File: src/lzwd_pkg.sv
// shared types and constants for the lzss window-64 decompressor
package lzwd_pkg;

  localparam int WINDOW     = 64;
  localparam int HIST_AW    = $clog2(WINDOW);
  localparam int COUNT_BITS = 24;
  localparam int LEN_BITS   = 24;
  localparam int RUN_BITS   = 3;

  localparam logic [COUNT_BITS-1:0] COUNT_MAX = '1;

  typedef enum logic [1:0] {
    ST_IDLE,
    ST_READ,
    ST_EMIT
  } state_t;

  typedef enum logic [1:0] {
    KIND_IGNORE,
    KIND_FLAG,
    KIND_LITERAL,
    KIND_REF
  } kind_t;

  typedef struct packed {
    logic accept;
    logic rd;
    logic emit;
  } cmd_t;

  typedef struct packed {
    kind_t kind;
    logic  out_free;
    logic  run_end;
  } status_t;

endpackage

File: src/lzwd_ctrl.sv
// controller state machine: input acceptance, history read and byte emission sequencing
module lzwd_ctrl (
  input  logic             clk,
  input  logic             rst_n,
  input  logic             in_valid,
  output logic             in_ready,
  input  lzwd_pkg::status_t status,
  output lzwd_pkg::cmd_t    cmd
);

  lzwd_pkg::state_t state_r;
  lzwd_pkg::state_t state_nxt;

  always_ff @(posedge clk) begin
    if (!rst_n) begin
      state_r <= lzwd_pkg::ST_IDLE;
    end else begin
      state_r <= state_nxt;
    end
  end

  always_comb begin
    state_nxt = state_r;
    unique case (state_r)
      lzwd_pkg::ST_IDLE: begin
        if (in_valid) begin
          if (status.kind == lzwd_pkg::KIND_LITERAL) begin
            state_nxt = lzwd_pkg::ST_EMIT;
          end else if (status.kind == lzwd_pkg::KIND_REF) begin
            state_nxt = lzwd_pkg::ST_READ;
          end
        end
      end
      lzwd_pkg::ST_READ: begin
        state_nxt = lzwd_pkg::ST_EMIT;
      end
      lzwd_pkg::ST_EMIT: begin
        if (status.out_free) begin
          state_nxt = status.run_end ? lzwd_pkg::ST_IDLE : lzwd_pkg::ST_READ;
        end
      end
      default: begin
        state_nxt = lzwd_pkg::ST_IDLE;
      end
    endcase
  end

  always_comb begin
    in_ready   = 1'b0;
    cmd.accept = 1'b0;
    cmd.rd     = 1'b0;
    cmd.emit   = 1'b0;
    unique case (state_r)
      lzwd_pkg::ST_IDLE: begin
        in_ready   = 1'b1;
        cmd.accept = in_valid;
      end
      lzwd_pkg::ST_READ: begin
        cmd.rd = 1'b1;
      end
      lzwd_pkg::ST_EMIT: begin
        cmd.emit = status.out_free;
      end
      default: begin
        in_ready = 1'b0;
      end
    endcase
  end

endmodule

File: src/lzwd_dp.sv
// datapath: parse state, history memory with valid bits, counters and output register
module lzwd_dp (
  input  logic                          clk,
  input  logic                          rst_n,
  input  logic                          cfg_wr_en,
  input  logic [lzwd_pkg::LEN_BITS-1:0] cfg_wr_data,
  input  logic [7:0]                    in_byte,
  input  logic                          in_new_stream,
  output logic                          out_valid,
  input  logic                          out_ready,
  output logic [7:0]                    out_byte,
  output logic                          out_last_of_run,
  output logic                          out_stream_done,
  input  lzwd_pkg::cmd_t                cmd,
  output lzwd_pkg::status_t             status
);

  logic [lzwd_pkg::LEN_BITS-1:0]   expected_r;
  logic                            expect_flag_r;
  logic [7:0]                      group_flags_r;
  logic [2:0]                      item_idx_r;
  logic [lzwd_pkg::HIST_AW-1:0]    ptr_r;
  logic [lzwd_pkg::COUNT_BITS-1:0] count_r;
  logic [lzwd_pkg::WINDOW-1:0]     valid_r;
  logic [lzwd_pkg::RUN_BITS-1:0]   remain_r;
  logic [lzwd_pkg::HIST_AW-1:0]    dist_code_r;
  logic                            is_ref_r;
  logic [7:0]                      lit_r;
  logic [7:0]                      mem_q_r;
  logic                            rd_valid_r;
  logic                            out_valid_r;
  logic [7:0]                      out_byte_r;
  logic                            out_last_r;
  logic                            out_done_r;

  logic [7:0] hist_mem [lzwd_pkg::WINDOW];

  // state as seen by the incoming byte, after an optional stream restart
  logic                            expect_eff;
  logic [7:0]                      flags_eff;
  logic [2:0]                      idx_eff;
  logic [lzwd_pkg::COUNT_BITS-1:0] count_eff;
  logic                            complete;
  lzwd_pkg::kind_t                 kind;

  logic [lzwd_pkg::HIST_AW-1:0]    rd_addr;
  logic [7:0]                      emit_byte;
  logic [lzwd_pkg::COUNT_BITS-1:0] count_inc;
  logic                            done_after;

  always_comb begin
    expect_eff = in_new_stream | expect_flag_r;
    flags_eff  = in_new_stream ? 8'd0 : group_flags_r;
    idx_eff    = in_new_stream ? 3'd0 : item_idx_r;
    count_eff  = in_new_stream ? '0 : count_r;
    complete   = count_eff >= lzwd_pkg::COUNT_BITS'(expected_r);
    if (complete) begin
      kind = lzwd_pkg::KIND_IGNORE;
    end else if (expect_eff) begin
      kind = lzwd_pkg::KIND_FLAG;
    end else if (flags_eff[idx_eff]) begin
      kind = lzwd_pkg::KIND_REF;
    end else begin
      kind = lzwd_pkg::KIND_LITERAL;
    end
  end

  // distance minus one is the code, so pointer minus distance is pointer plus its complement
  assign rd_addr   = ptr_r + ~dist_code_r;
  assign emit_byte = is_ref_r ? (rd_valid_r ? mem_q_r : 8'd0) : lit_r;
  assign count_inc = (count_r == lzwd_pkg::COUNT_MAX) ? count_r : count_r + 1'b1;
  assign done_after = count_inc >= lzwd_pkg::COUNT_BITS'(expected_r);

  assign status.kind     = kind;
  assign status.out_free = !out_valid_r || out_ready;
  assign status.run_end  = (remain_r == lzwd_pkg::RUN_BITS'(1)) || done_after;

  always_ff @(posedge clk) begin
    if (!rst_n) begin
      expected_r <= '0;
    end else if (cfg_wr_en) begin
      expected_r <= cfg_wr_data;
    end
  end

  always_ff @(posedge clk) begin
    if (!rst_n) begin
      expect_flag_r <= 1'b1;
      group_flags_r <= 8'd0;
      item_idx_r    <= 3'd0;
      ptr_r         <= '0;
      count_r       <= '0;
      valid_r       <= '0;
      remain_r      <= '0;
      out_valid_r   <= 1'b0;
    end else begin
      if (cmd.accept) begin
        expect_flag_r <= expect_eff;
        group_flags_r <= flags_eff;
        item_idx_r    <= idx_eff;
        count_r       <= count_eff;
        if (in_new_stream) begin
          ptr_r   <= '0;
          valid_r <= '0;
        end
        unique case (kind)
          lzwd_pkg::KIND_FLAG: begin
            group_flags_r <= in_byte;
            item_idx_r    <= 3'd0;
            expect_flag_r <= 1'b0;
          end
          lzwd_pkg::KIND_LITERAL: begin
            item_idx_r    <= idx_eff + 3'd1;
            expect_flag_r <= (idx_eff == 3'd7);
            remain_r      <= lzwd_pkg::RUN_BITS'(1);
          end
          lzwd_pkg::KIND_REF: begin
            item_idx_r    <= idx_eff + 3'd1;
            expect_flag_r <= (idx_eff == 3'd7);
            remain_r      <= lzwd_pkg::RUN_BITS'({1'b0, in_byte[1:0]}) + 3'd2;
          end
          default: begin
            remain_r <= remain_r;
          end
        endcase
      end
      if (cmd.emit) begin
        valid_r[ptr_r] <= 1'b1;
        ptr_r          <= ptr_r + 1'b1;
        count_r        <= count_inc;
        remain_r       <= remain_r - 1'b1;
        out_valid_r    <= 1'b1;
      end else if (out_ready) begin
        out_valid_r <= 1'b0;
      end
    end
  end

  // payload registers
  always_ff @(posedge clk) begin
    if (cmd.accept) begin
      dist_code_r <= in_byte[7:2];
      is_ref_r    <= (kind == lzwd_pkg::KIND_REF);
      lit_r       <= in_byte;
    end
    if (cmd.rd) begin
      rd_valid_r <= valid_r[rd_addr];
    end
    if (cmd.emit) begin
      out_byte_r <= emit_byte;
      out_last_r <= status.run_end;
      out_done_r <= done_after;
    end
  end

  always_ff @(posedge clk) begin
    if (cmd.emit) begin
      hist_mem[ptr_r] <= emit_byte;
    end
  end

  always_ff @(posedge clk) begin
    if (cmd.rd) begin
      mem_q_r <= hist_mem[rd_addr];
    end
  end

  assign out_valid       = out_valid_r;
  assign out_byte        = out_byte_r;
  assign out_last_of_run = out_last_r;
  assign out_stream_done = out_done_r;

endmodule

File: src/lzss_window64_decompressor_top.sv
// top level of the lzss window-64 decompressor: controller, datapath and checks
//
//   channel | direction | ports                                   | handshake
//   in      | input     | in_byte, in_new_stream                  | in_valid / in_ready
//   out     | output    | out_byte, out_last_of_run, out_stream_done | out_valid / out_ready
//   cfg     | input     | cfg_wr_data (expected_length)           | cfg_wr_en, no wait
//
// a flag or ignored byte is only accepted, a literal then takes the emit state, and each of
// the n bytes of a back-reference needs a registered history read, then a write
// reset is synchronous, active low; history starts cleared through per-entry valid bits
// in_ready is high only while the controller is idle; a full output register stalls
// emission until out_ready, the transaction stays in the output register meanwhile
module lzss_window64_decompressor_top (
  input  logic                          clk,
  input  logic                          rst_n,
  input  logic                          cfg_wr_en,
  input  logic [lzwd_pkg::LEN_BITS-1:0] cfg_wr_data,
  input  logic                          in_valid,
  output logic                          in_ready,
  input  logic [7:0]                    in_byte,
  input  logic                          in_new_stream,
  output logic                          out_valid,
  input  logic                          out_ready,
  output logic [7:0]                    out_byte,
  output logic                          out_last_of_run,
  output logic                          out_stream_done
);

  lzwd_pkg::cmd_t    cmd;
  lzwd_pkg::status_t status;

  lzwd_ctrl u_ctrl (
    .clk      (clk),
    .rst_n    (rst_n),
    .in_valid (in_valid),
    .in_ready (in_ready),
    .status   (status),
    .cmd      (cmd)
  );

  lzwd_dp u_dp (
    .clk             (clk),
    .rst_n           (rst_n),
    .cfg_wr_en       (cfg_wr_en),
    .cfg_wr_data     (cfg_wr_data),
    .in_byte         (in_byte),
    .in_new_stream   (in_new_stream),
    .out_valid       (out_valid),
    .out_ready       (out_ready),
    .out_byte        (out_byte),
    .out_last_of_run (out_last_of_run),
    .out_stream_done (out_stream_done),
    .cmd             (cmd),
    .status          (status)
  );

  a_emit_needs_room: assert property (@(posedge clk) disable iff (!rst_n)
    cmd.emit |-> (!out_valid || out_ready))
    else $error("byte emitted into a full output register");

  a_ref_blocks_input: assert property (@(posedge clk) disable iff (!rst_n)
    (in_valid && in_ready && status.kind == lzwd_pkg::KIND_REF) |=> (!in_ready && cmd.rd))
    else $error("back-reference did not start a history read");

  a_read_then_emit: assert property (@(posedge clk) disable iff (!rst_n)
    cmd.rd |=> !in_ready)
    else $error("input taken between history read and emission");

  a_emit_sets_valid: assert property (@(posedge clk) disable iff (!rst_n)
    cmd.emit |=> out_valid)
    else $error("emitted byte not presented on the output");

endmodule
File: config.mk
export PLATFORM = sky130hd
export DESIGN_NAME = lzss_window64_decompressor_top
export DESIGN_NICKNAME = d
export VERILOG_FILES = /design/src/lzwd_pkg.sv /design/src/lzwd_ctrl.sv /design/src/lzwd_dp.sv /design/src/lzss_window64_decompressor_top.sv
export SDC_FILE = /design/constraint.sdc
export NUM_CORES = 1
export LEC_CHECK = 0
export BUFFER_PORTS_ARGS = -buffer_cell sky130_fd_sc_hd__buf_4
export CORE_UTILIZATION = 51
export DETAILED_ROUTE_END_ITERATION = 8
export PLACE_DENSITY_LB_ADDON = 0.1
export SYNTH_ARGS = -nofsm -noshare
export SYNTH_HDL_FRONTEND = slang
export SYNTH_SLANG_ARGS = --single-unit
export TNS_END_PERCENT = 100
File: constraint.sdc
create_clock -name clk -period 6.2 [get_ports clk]
set_clock_uncertainty 0.2 [all_clocks]
set_input_delay 0.31 -clock clk [delete_from_list [all_inputs] [get_ports clk]]
set_output_delay 0.31 -clock clk [all_outputs]
set_load 0.01 [all_outputs]
* Word-level counts from Yosys, hierarchy flattened
Memory sizes are Yosys's and may differ from the RTL's. A register that Yosys moved wholly into a read port is not among the register bits.
Index checks and enable logic that the tools add are counted.
** Storage, ports and cells
- Bits in registers :: 162
- Output and inout port bits :: 12
- Bits in writable memories :: 512
- Memories :: 1
** Cells by class
- Reduce and logical (&&, ||, !) cells :: 13
- Bitwise gates (word level) :: 3
- Equal/unequal tests :: 11
- Add/subtract/negate cells :: 6
- Magnitude comparators :: 6
- Muxes and demuxes :: 44
** Memories
- u_dp.hist_mem :: depth 64, width 8, rd ports 1, clocked after memory_dff 1, wr ports 1, line lzwd_dp.sv:36 : logic [7:0] hist_mem [lzwd_pkg::WINDOW];
** Operators with widths (count)
- $mux 64 :: 4
- $mux 24 :: 4
- $or 64x64->64 :: 1
- $ge 24x24->1 :: 2
- $mux 8 :: 4
- $add 24x1->24 const B :: 1
- $eq 24x24->1 const B :: 1
- $mux 6 :: 3
- $lt 6x7->1 const B :: 2
- $mux 1 :: 13
- $mux 2 :: 6
- $pmux 3 s2 :: 2
- $mux 3 :: 3
- $add 6x1->6 const B :: 1
- $add 6x6->6 :: 1
- $bmux 1 s6 :: 1
- $demux 1 s6 :: 1
- $eq 2x2->1 const B :: 3
- $ge 6x1->1 const B :: 1
- $not 6->6 :: 1
- $pmux 2 s3 :: 1
- $reduce_bool 2->1 :: 3
- $eq 2x1->1 const B :: 2
- $lt 3x4->1 const B :: 1
- 19 further kinds :: 21

* Longest topological paths before layout
Gate-level depths: netlist (run 1).
- Depth after elaboration :: 11
- Mapped depth :: 16
- Depth with buffers taken out :: 14

* Hierarchy
Synthesis (run 1) repeated with hierarchy kept, for this count alone.
** Second synthesis, totals
- Cell total of the unflattened synthesis :: 1719
- Area, all modules :: 28242.1 um2
** By module, submodules not included
- lzwd_dp :: instances 1, seq. area each 18898.1 um2, area an instance 28124.5 um2, cells each 1705
- lzwd_ctrl :: instances 1, seq. area each 40.0 um2, area an instance 117.6 um2, cells each 14

* Worst setup path after synthesis (run 1)
No wires, ideal clock.
- Kind :: flip-flop to flip-flop
- Start point :: reg u_dp.is_ref_r
- End point :: mem u_dp.hist_mem[0][7], data pin
- Stages on the path, launching flop included :: 3
- Required time :: 5291 ps
- Path buffers :: 1
- Setup time :: 709 ps
- Slack :: 2185 ps
- Data arrival time :: 3106 ps
- Cells stage by stage :: edfxtp_1 > clkbuf_1 > o21ai_0
** Between the ends
- Longest elaborated chain between the ends :: 1
** Ends and longest elaborated chain
- start: declaration :: line lzwd_dp.sv:27 : logic is_ref_r;
- start signal: assignment :: line lzwd_dp.sv:143 : is_ref_r <= (kind == lzwd_pkg::KIND_REF);
- $mux 8 :: line lzwd_dp.sv:70 : assign emit_byte = is_ref_r ? (rd_valid_r ? mem_q_r : 8'd0) : lit_r;
- via u_dp.emit_byte[7] :: line lzwd_dp.sv:47 : logic [7:0] emit_byte;
- end: declaration :: line lzwd_dp.sv:36
The timed path passes the listed nets, and every way through them passes these cells.

* Final worst setup path (run 1)
- Start point :: reg u_dp.ptr_r[1] (netlist bit)
- End point :: reg u_dp.mem_q_r[7], read port of u_dp.hist_mem, data pin
** Between the ends
- Longest elaborated chain between the ends :: 1
** Ends and longest elaborated chain
- start: declaration :: line lzwd_dp.sv:22 : logic [lzwd_pkg::HIST_AW-1:0] ptr_r;
- start signal: assignment :: line lzwd_dp.sv:129 : ptr_r <= ptr_r + 1'b1;
- $add 6x6->6 :: line lzwd_dp.sv:69 : assign rd_addr = ptr_r + ~dist_code_r;
- end: declaration :: line lzwd_dp.sv:29 : logic [7:0] mem_q_r;
Every way passes these cells.
A chain may end at the register's enable or synchronous reset.

==> summary.md, run 1 <==
| Metric | Value |
|---|---|
| Critical R2R Launch | u_dp.ptr_r[1] |
| Die Y | 236.6 um |
| Gr usage total | 0.2385 |
| Total grt overflow | 0 |
| Routed vias | 15430 |
| Post-layout minimum cycle time | 4393 ps |
| Yosys reg bits | 676 |
| Root Buffer | clkbuf_16 |
| Post-DP HPWL | 40050 um |
| Post-route cell area | 31990 um^2 |
| Starting Density | 0.5185 |
| Final #Nets | 1919 |
| Slew Viols, Final | 0 |
| Final hold vios | 0 |
| Post-CTS Hold Buffers | 35 |
| Reg-to-reg endpoint | u_dp.mem_q_r[7] |
| Antenna viol nets, final | 0 |
| Hold WC Path Type | in2reg |
| RSZ-0062 raised after global routing | false |
| Post-Place Cell Area | 29390 um^2 |
| Die area | 55980 um^2 |
| Logic pwr share | 0.076 |
| Drt total wl | 64700 um |
| M1 GR Usage | 0.3421 |
| Syn. warnings | 0 |
| Met2 global-route usage | 0.3786 |
| Routability Congestion | 0.8424 |
| CTS Buf Count | 71 |
| Final worst setup slack | 1807 ps |
| Flop-to-flop setup slack | 1810 ps |
| 1st-iter DRT viols | 1346 |
| Chip Width | 236.6 um |
| Synth Area in XOR/XNOR | 0.008381 |
| WP data required | 6320 ps |
| IO Port Bufs | 49 |
| Max VDD drop | 226.3 uV |
| Rel. slew slack | 0.1846 |
| Post-synth EDFFs | 540 |
| Internal | 7.620 mW |
| Status | complete, no violations |
| Critical path launch point type | flip-flop |
| Seq pwr share | 0.506 |
| Switching Fraction | 0.2237 |
| Pleak | 10.89 nW |
| Post-synth top area cell | edfxtp_1 |
| Global-route wire length before repair | 98340 um |
| Worst-Margin Slew | 1219 ps |
| Post-synth ARST share | 0 |
| 1st-pass router iterations | 5 |
| Fmax | 227.6 MHz |
| CTS tree | done |
| Drt drc | 0 |
| Fillers | 4063 |
| Initial antenna violation count | 2 |
| Predominant post-synthesis flop cell | edfxtp_1 |
| R2R depth | 7 |
| Max-Cap Viols | 0 |
| Busiest grt layer | met2 |
| Most common cell in the netlist | edfxtp_1 |
| Synthesized instance count | 1716 |
| Final setup fails | 0 |
| Synthesized net count | 1814 |
| DP Cell Count | 2409 |
| Hold endpoint | u_dp.expected_r[2] |
| Finished Layout Cells | 2576 |
| Area Growth Syn to Fin | 13.97% |
| Clock sinks | 676 |
| Top cells by area, synth | edfxtp_1, mux4_2, dfxtp_1, ha_1, nor2_1 |
| CTS Buffer Depth | 3 |
| Core Rows | 85 |
| Hold Path Cell Cnt | 3 |
| Vias in the first global route | 15440 |
| Syn_area_per_cell | 16.36 um^2 |
| Crit path DAT | 4520 ps |
| Largest net degree at the start of global routing | 73 |
| Critical Path End Type | flip-flop |
| Sw Pwr | 2.196 mW |
| Commonest cells post-synth | edfxtp_1, nor2_1, mux4_2 |
| PwrDens | 306.9 nW/um^2 |
| # IOs | 50 |
| Sequential element share of the synthesized area | 0.6747 |
| Post-CTS Setup Repair Bufs | 0 |
| Largest family of logic cells by synthesized area | multiplexers |
| Post-synthesis simple-gate area fraction | 0.06094 |
| Core area | 54130 um^2 |
| CTS resizes | 0 |
| GR Util met3 | 0.04208 |
| H-tree Lvls | 3 |
| Share of cells above drive strength 1 | 0.2097 |
| Critical path class | reg2reg |
| Multi-input gate area | 8705 um^2 |
| Synth Area in Adders | 0.02701 |
| DP Worst Slack | 1767 ps |
| Synth top area share | 0.5777 |
| Crit-path max FO | 30 |
| Routed vias/inst | 5.990 |
| Register Area | 18940 um^2 |
| Clk slew on worst S/H paths | 60 ps |
| Tcrit/Tclk final | 0.7086 |
| Clk pwr share | 0.418 |
| Hold wc startpoint | cfg_wr_en |
| Synth Area in Compound Gates | 0.04462 |
| Drt wl/cell | 25.12 um |
| Setup TNS | 0 ps |
| Skew-Pair Late Insertion Delay | 610 ps |
| Mapped cell area | 28070 um^2 |
| Multiplexer share of the synthesized area | 0.1646 |
| Synth unique cells | 63 |
## metrics by stage
stage	total power, mW	hold WS, ps	utilization
final	9.817	24.52	0.5909
after global routing	10.11	22.74	0.5909
after CTS	9.891	5.796	0.5909
after detailed placement	5.799	256.7	0.5428
after global placement	5.787	254.0	0.5428
after floorplan	5.556	208.9	-
## worst max-delay path by stage
stage / slack (ps) / end / from
2_1_floorplan: 2180 / u_dp.hist_mem[0][7] / u_dp.is_ref_r
3_3_place_gp: 1780 / u_dp.mem_q_r[7] / u_dp.lit_r[2]
3_5_place_dp: 1770 / u_dp.mem_q_r[7] / u_dp.ptr_r[1]
4_1_cts: 1750 / u_dp.mem_q_r[6] / u_dp.ptr_r[1]
5_1_grt: 1720 / u_dp.mem_q_r[6] / u_dp.ptr_r[1]
6_report: 1810 / u_dp.mem_q_r[7] / u_dp.ptr_r[1]
## sequential cells by signal (all words and copies together), names as in the netlist, 8 cells and up
signal / count
u_dp.mem_q_r: 8
u_dp.valid_r: 64
u_dp.lit_r: 8
u_dp.out_byte: 8
u_dp.expected_r: 24
u_dp.hist_mem: 512
u_dp.group_flags_r: 8
u_dp.count_r: 24
## routing by layer
metal	wire, um	vias to the layer above
met1	28680	7947
met2	31110	460
li1	-	6929
met5	0	-
met3	3508	95
met4	1407	0
## kinds of logic (layout without fill, tap and decap cells)
| group | after synthesis | after routing |
|---|---|---|
| flip-flops | 676 | 676 |
| buffers and inverters | 135 | 298 |
| adder cells (fa/ha/maj) | 60 | 60 |
| other | 0 | 1 |
| XOR/XNOR | 26 | 26 |
| multiplexers | 234 | 234 |
| AND/OR/NAND/NOR | 373 | 373 |
| AO/OA/AOI/OAI | 212 | 212 |
## placed cells by master, fill, tap and decap left out, drive strengths merged, types with 4 or more instances in the layout
cell type    synthesis  layout
mux2i               51      51
clkbuf              60      97
buf                 33      90
ha                  59      59
a21o                 6       6
clkinv               1      31
nand3               23      23
a2111oi              4       4
nor2               186     186
mux4               182     182
a21oi              101     101
o21ai               46      46
edfxtp             540     540
a31oi               14      14
and3                11      11
dlygate4sd3          0      35
nand4               11      11
a22o                12      12
xnor2               17      17
inv                 41      43
dfxtp              136     136
nor3                11      11
xor2                 9       9
o31ai                6       6
or3                  5       5
nand2               68      68
nand2b               8       8
a211oi               6       6
and4                 4       4
nor2b               32      32
## cell type report
cell class                      count  area share
Sequential cell                   676      0.5920
Multi-Input combinational cell    905      0.2721
Clock buffer                       97     0.06215
Timing Repair Buffer              125     0.03325
Tap cell                          696     0.02722
Clock inverter                     34    0.008214
Inverter                           42    0.004967
Antenna cell                        1  0.00007823
## power groups by stage
stage | registers, mW | clock network (mW) | logic [mW]
after global placement | 5.07 | 0 | 0.719
after CTS | 4.97 | 4.17 | 0.751
after global routing | 4.97 | 4.34 | 0.797
after floorplan | 5.08 | 0 | 0.478
final | 4.97 | 4.10 | 0.742
after detailed placement | 5.07 | 0 | 0.731
## critical path: stages (launching register included)
cell and delay [ps]:
dfxtp_1 540, inv_1 160, fa_4 1130, buf_4 510, mux4_2 420, mux4_2 530, mux2i_1 450, mux2i_1 160
Note: power is estimated with default switching activity, not from simulation.
==> run 2: changes to the inputs <==
- clock period: 6.2 -> 3.7 ns (I/O delays scaled with it)
==> run 2 against run 1 <==
  * Worst hold slack improved by 100 ps
  * Final area rose by 4.2%
  * Core utilization rose by 2.5 points
  * Highest routed layer unchanged
==> summary.md, run 2 (synthesis results as in run 1) <==
| Metric | Value |
|---|---|
| Status | complete, no violations (unchanged) |
| Routed vias/inst | 5.887 (was 5.990) |
| Drt total wl | 65620 um (was 64700 um) |
| Hold WC Path Type | in2reg (unchanged) |
| Critical path class | reg2reg (unchanged) |
| Post-DP HPWL | 41750 um (was 40050 um) |
| Biggest regs | u_dp.hist_mem: 512 flops, u_dp.valid_r: 64 flops (unchanged) |
| Drt drc | 0 (unchanged) |
| Final setup fails | 0 (unchanged) |
| Crit-path max FO | 20 (was 30) |
| Crit path DAT | 3790 ps (was 4520 ps) |
| WP data required | 3840 ps (was 6320 ps) |
| Die area | 55980 um^2 (unchanged) |
| Worst-Margin Slew | 1402 ps (was 1219 ps) |
| Pleak | 11.65 nW (was 10.89 nW) |
| Most flops, register | u_dp.hist_mem (unchanged) |
| Tcrit/Tclk final | 0.9853 (was 0.7086) |
| Final worst setup slack | 54.31 ps (was 1807 ps) |
| Die Y | 236.6 um (unchanged) |
| Critical Path End Type | flip-flop (unchanged) |
| Chip Width | 236.6 um (unchanged) |
| PwrDens | 500.0 nW/um^2 (was 306.9 nW/um^2) |
| H-tree Lvls | 3 (unchanged) |
| Starting Density | 0.5185 (unchanged) |
| Initial antenna violation count | 0 (was 2) |
| Post-route cell area | 33330 um^2 (was 31990 um^2) |
| Share of cells above drive strength 1 | 0.2591 (was 0.2097) |
| Gr usage total | 0.2392 (was 0.2385) |
| # IOs | 50 (unchanged) |
| Max FFs per register | 512 (unchanged) |
| Drt wl/cell | 24.14 um (was 25.12 um) |
| Vias in the first global route | 16250 (was 15440) |
| 1st-pass router iterations | 6 (was 5) |
| Area Growth Syn to Fin | 18.76% (was 13.97%) |
| IO Port Bufs | 49 (unchanged) |
| Global-route wire length before repair | 99140 um (was 98340 um) |
| Post-Place Cell Area | 30350 um^2 (was 29390 um^2) |
| Max VDD drop | 493.7 uV (was 226.3 uV) |
| Routability Congestion | 0.8255 (was 0.8424) |
| Skew-Pair Late Insertion Delay | 610 ps (about the same) |
| Rel. slew slack | 0.06368 (was 0.1846) |
| Clk slew on worst S/H paths | 60 ps (about the same) |
| Fmax | 274.3 MHz (was 227.6 MHz) |
| Slew Viols, Final | 0 (unchanged) |
| Post-layout minimum cycle time | 3646 ps (was 4393 ps) |
| Fin util | 0.6158 (was 0.5909) |
| Root Buffer | clkbuf_16 (unchanged) |
| CTS Buf Count | 72 (was 71) |
| Final hold vios | 0 (unchanged) |
| Final #Nets | 2061 (was 1919) |
| DP Worst Slack | 50.08 ps (was 1767 ps) |
| Clock sinks | 676 (unchanged) |
| Commonest cells after routing, fill and taps aside | edfxtp_1, buf_4, nor2_1 (was edfxtp_1, nor2_1, mux4_2) |
| Core Rows | 85 (unchanged) |
| Antenna viol nets, final | 0 (unchanged) |
| CTS Buffer Depth | 3 (unchanged) |
| Total grt overflow | 0 (unchanged) |
| Most common cell after layout, fill and taps aside | edfxtp_1 (unchanged) |
| RSZ-0062 raised after global routing | true (was false) |
| 1st-iter DRT viols | 1469 (was 1346) |
| Core area | 54130 um^2 (unchanged) |
| Ant. Diodes | 0 (was 1) |
| CTS tree | done (unchanged) |
| Routed vias | 16000 (was 15430) |
| Max-Cap Viols | 0 (unchanged) |
| Critical path launch point type | flip-flop (unchanged) |
| Largest net degree at the start of global routing | 68 (was 73) |
| Overall Power | 16.67 mW (was 9.817 mW) |
## run 2: timing repair
action / 4_1_cts / 5_1_grt
gates resized for setup: 0 / 4
setup endpoints to repair: 0 / 4
endpoints found under the hold margin: 60 / 0
buffers inserted: 0 / 5
hold buffers: 59 / 0
## run 2: worst max-delay path, stage by stage, from the launching register on
cell      delay, ps
edfxtp_1        380
inv_2            90
ha_4            130
inv_2            40
fa_4            970
buf_12          250
buf_12          160
mux4_2          290
mux4_2          530
mux2i_1         240
mux2i_1         100
## run 2: path summary, 6_finish.rpt
path | start | end | slack, ps | depth (start not counted)
setup / recovery | u_dp.lit_r[2] | u_dp.mem_q_r[6] | 50 | 10
hold / removal | in_byte[3] | u_dp.lit_r[3] | 130 | 2
setup reg to reg | u_dp.lit_r[2] | u_dp.mem_q_r[6] | 50 | 10
hold reg to reg | u_dp.group_flags_r[1] | u_dp.group_flags_r[1] | 280 | 1
## run 2: metrics by stage
stage               setup TNS (ps)  hold WS, ps  std cells
floorplan                  -163150        83.87       1716
global placement                 0        189.1       2519
detailed placement               0        188.2       2519
CTS                              0        94.62       2711
global route                -31.37        127.8       2718
finish                           0        129.3       2718
## run 2: per-layer routing
metal | GRT usage | share of wire | vias to the layer above | routed length [um]
met4 | 0.07123 | 0.023 | 0 | 1477
met2 | 0.3848 | 0.48 | 486 | 31480
li1 | - | - | 7215 | -
met3 | 0.04034 | 0.058 | 96 | 3798
met5 | 0 | 0 | - | 0
met1 | 0.3374 | 0.44 | 8203 | 28870
## run 2: power breakdown
group / leakage (nW) / switching, mW / internal (mW)
clock network: 1.11 / 2.97 / 4.01
registers: 6.00 / 0.0292 / 8.30
logic: 4.55 / 0.729 / 0.629
## run 2: layout make-up
| class | count | area [um^2] |
|---|---|---|
| clock inverters | 44 | 387.9 |
| inverters | 42 | 158.9 |
| repair buffers | 266 | 2380 |
| flip-flops and latches | 676 | 18940 |
| clock buffers | 89 | 1886 |
| multi-input cells | 905 | 8713 |
| fillers | 3906 | 20800 |
| well taps | 696 | 870.8 |
==> run 3: changes to the inputs <==
- CTS_BUF_LIST: unset -> sky130_fd_sc_hd__clkbuf_8
==> run 3 against run 2 <==
  * Global-route usage is 0.11 points higher
  * Sequential share of layout area is 0.14 points higher
  * Non-clock buffer count is 1 higher
  * Worst hold slack worse by 56 ps
  * Count of clock-buffer cells in the layout is 40 higher
  * Wire length is 0.23% lower
  * Register-to-register slack better by 50 ps
  * Critical path depth stayed put
  * Sequential power hardly changed
  * Total power is 3.6% lower
  * Final cell count is 2.8% higher
  * Fmax is 1.4% higher
==> summary.md, run 3 (synthesis results as in run 1) <==
| Metric | Value |
|---|---|
| Clk slew on worst S/H paths | 60 ps (about the same) |
| Flop-to-flop setup slack | 110 ps (was 50 ps) |
| Post-Place Cell Area | 30350 um^2 (unchanged) |
| CP top delay family | multiplexers (unchanged) |
| Post-CTS Setup Repair Bufs | 0 (unchanged) |
| Max incr delay on CP | 860 ps (was 970 ps) |
| CTS Buf Count | 111 (was 72) |
| # IOs | 50 (unchanged) |
| 1st-iter DRT viols | 1295 (was 1469) |
| Max FFs per register | 512 (unchanged) |
| Commonest cells after routing, fill and taps aside | edfxtp_1, nor2_1, buf_4 (was edfxtp_1, buf_4, nor2_1) |
| Hold endpoint | u_dp.lit_r[0] (was u_dp.lit_r[3]) |
| Crit-path max FO | 22 (was 20) |
| WP data required | 3930 ps (was 3840 ps) |
| Drt wl/cell | 23.44 um (was 24.14 um) |
| Final hold vios | 0 (unchanged) |
| Drt drc | 0 (unchanged) |
| RSZ-0062 raised after global routing | false (was true) |
| Most flops, register | u_dp.hist_mem (unchanged) |
| Most common cell after layout, fill and taps aside | edfxtp_1 (unchanged) |
| Routed vias | 16100 (was 16000) |
| Met2 global-route usage | 0.3865 (was 0.3848) |
| CP max stage cell | fa_4 (unchanged) |
| Max VDD drop | 403.7 uV (was 493.7 uV) |
| Drt total wl | 65470 um (was 65620 um) |
| Critical path class | reg2reg (unchanged) |
| Starting Density | 0.5185 (unchanged) |
| Status | complete, no violations (unchanged) |
| Max-Cap Viols | 0 (unchanged) |
| Post-route cell area | 33250 um^2 (was 33330 um^2) |
| Pleak | 11.78 nW (was 11.65 nW) |
| Rel. slew slack | 0.05531 (was 0.06368) |
| Slew Viols, Final | 0 (unchanged) |
| Final #Nets | 2101 (was 2061) |
| Crit path DAT | 3830 ps (was 3790 ps) |
| Worst-Margin Slew | 1414 ps (was 1402 ps) |
| Critical Path End Type | flip-flop (unchanged) |
| CP Buf/Inv Count | 4 (unchanged) |
| Gr usage total | 0.2403 (was 0.2392) |
| Die Y | 236.6 um (unchanged) |
| Vias in the first global route | 16580 (was 16250) |
| DP Worst Slack | 50.08 ps (unchanged) |
| CTS Buffer Depth | 3 (unchanged) |
| Busiest grt layer | met2 (unchanged) |
| Hold wc startpoint | in_byte[0] (was in_byte[3]) |
| Clock sinks | 676 (unchanged) |
| R2R depth | 10 (unchanged) |
| Share of cells above drive strength 1 | 0.2675 (was 0.2591) |
| CTS tree | done (unchanged) |
| Critical R2R Launch | u_dp.lit_r[2] (unchanged) |
| PwrDens | 483.1 nW/um^2 (was 500.0 nW/um^2) |
| Reg-to-reg endpoint | u_dp.mem_q_r[3] (was u_dp.mem_q_r[6]) |
| Worst hold margin | 73.02 ps (was 129.3 ps) |
| Skew-Pair Late Insertion Delay | 720 ps (was 610 ps) |
| Ant. Diodes | 0 (unchanged) |
| Root Buffer | clkbuf_8 (was clkbuf_16) |
| Fillers | 3984 (was 3906) |
| Core Rows | 85 (unchanged) |
| Chip Width | 236.6 um (unchanged) |
| Initial antenna violation count | 0 (unchanged) |
| Largest net degree at the start of global routing | 68 (unchanged) |
| Global-route wire length before repair | 99730 um (was 99140 um) |
| Area Growth Syn to Fin | 18.47% (was 18.76%) |
| Routed vias/inst | 5.764 (was 5.887) |
| Total grt overflow | 0 (unchanged) |
| Biggest regs | u_dp.hist_mem: 512 flops, u_dp.valid_r: 64 flops (unchanged) |
| Hold WC Path Type | in2reg (unchanged) |
| Hold Path Cell Cnt | 2 (unchanged) |
| GR Util met3 | 0.05059 (was 0.04034) |
| Crit-path cells | inv_1 -> ha_4 -> inv_1 -> fa_4 -> buf_12 -> mux4_2 -> mux4_2 -> mux2i_1 -> buf_4 -> mux2i_1 (was inv_2 -> ha_4 -> inv_2 -> fa_4 -> buf_12 -> buf_12 -> mux4_2 -> mux4_2 -> mux2i_1 -> mux2i_1) |
| Routability Congestion | 0.8255 (unchanged) |
| Tcrit/Tclk final | 0.9713 (was 0.9853) |
| Final setup fails | 0 (unchanged) |
| IO Port Bufs | 49 (unchanged) |
| Final worst setup slack | 106.1 ps (was 54.31 ps) |
| H-tree Lvls | 3 (unchanged) |
| Post-DP HPWL | 41750 um (unchanged) |
| Critical path launch point type | flip-flop (unchanged) |
| M1 GR Usage | 0.3343 (was 0.3374) |
| Core area | 54130 um^2 (unchanged) |
| Fin util | 0.6143 (was 0.6158) |
| Overall Power | 16.06 mW (was 16.67 mW) |
| Antenna viol nets, final | 0 (unchanged) |
| Die area | 55980 um^2 (unchanged) |
| Post-layout minimum cycle time | 3594 ps (was 3646 ps) |
| Fmax | 278.2 MHz (was 274.3 MHz) |
| 1st-pass router iterations | 5 (was 6) |
==> run 3: changes by cell type in the layout (fill, tap and decap cells not counted), sizes merged <==
cell         before  now
clkinvlp          5    4
dlygate4sd3      59   67
inv              47   78
clkbuf           91  129
bufinv            5    4
buf             205  200
clkinv           29   34
==> run 3: power breakdown <==
| group | total, mW | switching, mW | leakage (nW) | internal [mW] |
|---|---|---|---|---|
| combinational | 1.34 | 0.723 | 4.52 | 0.617 |
| clock | 6.39 | 2.93 | 1.26 | 3.46 |
| sequential | 8.34 | 0.0291 | 6.00 | 8.31 |
| total | 16.1 | 3.68 | 11.8 | 12.4 |
==> run 3: layer usage <==
metal  vias up  part of all wire
met1      8202              0.44
met4         0             0.019
li1       7300                 -
met5         -                 0
met3        90             0.060
met2       506              0.48
==> run 3: area by class of cell <==
type / instances / area (um^2) / area share
clock buffer: 129 / 1775 / 0.05339
multi-input combinational: 905 / 8713 / 0.2620
sequential: 676 / 18940 / 0.5695
inverter: 42 / 158.9 / 0.004779
clock inverter: 78 / 449.2 / 0.01351
tap: 696 / 870.8 / 0.02619
timing repair buffer: 267 / 2347 / 0.07059
==> run 3: worst max path at each step <==
stage / depth (start not counted) / to / from
floorplan: 2 / u_dp.hist_mem[0][7] / u_dp.is_ref_r
global placement: 10 / u_dp.rd_valid_r / u_dp.lit_r[2]
detailed placement: 10 / u_dp.rd_valid_r / u_dp.lit_r[2]
CTS: 10 / u_dp.rd_valid_r / u_dp.lit_r[2]
global route: 10 / u_dp.rd_valid_r / u_dp.lit_r[2]
finish: 10 / u_dp.mem_q_r[3] / u_dp.lit_r[2]
==> run 3: per-stage QoR <==
| stage | TNS, ps | cells |
|---|---|---|
| final | 0 | 2793 |
| after global routing | 0 | 2793 |
| after CTS | 0 | 2793 |
| after detailed placement | 0 | 2519 |
| after global placement | 0 | 2519 |
| after floorplan | -163150 | 1716 |
==> run 3: repair_timing <==
item / CTS / global route
gates resized for setup: 0 / 2
hold buffers: 67 / 0
endpoints found under the hold margin: 66 / 0
endpoints found under the setup margin: 0 / 3
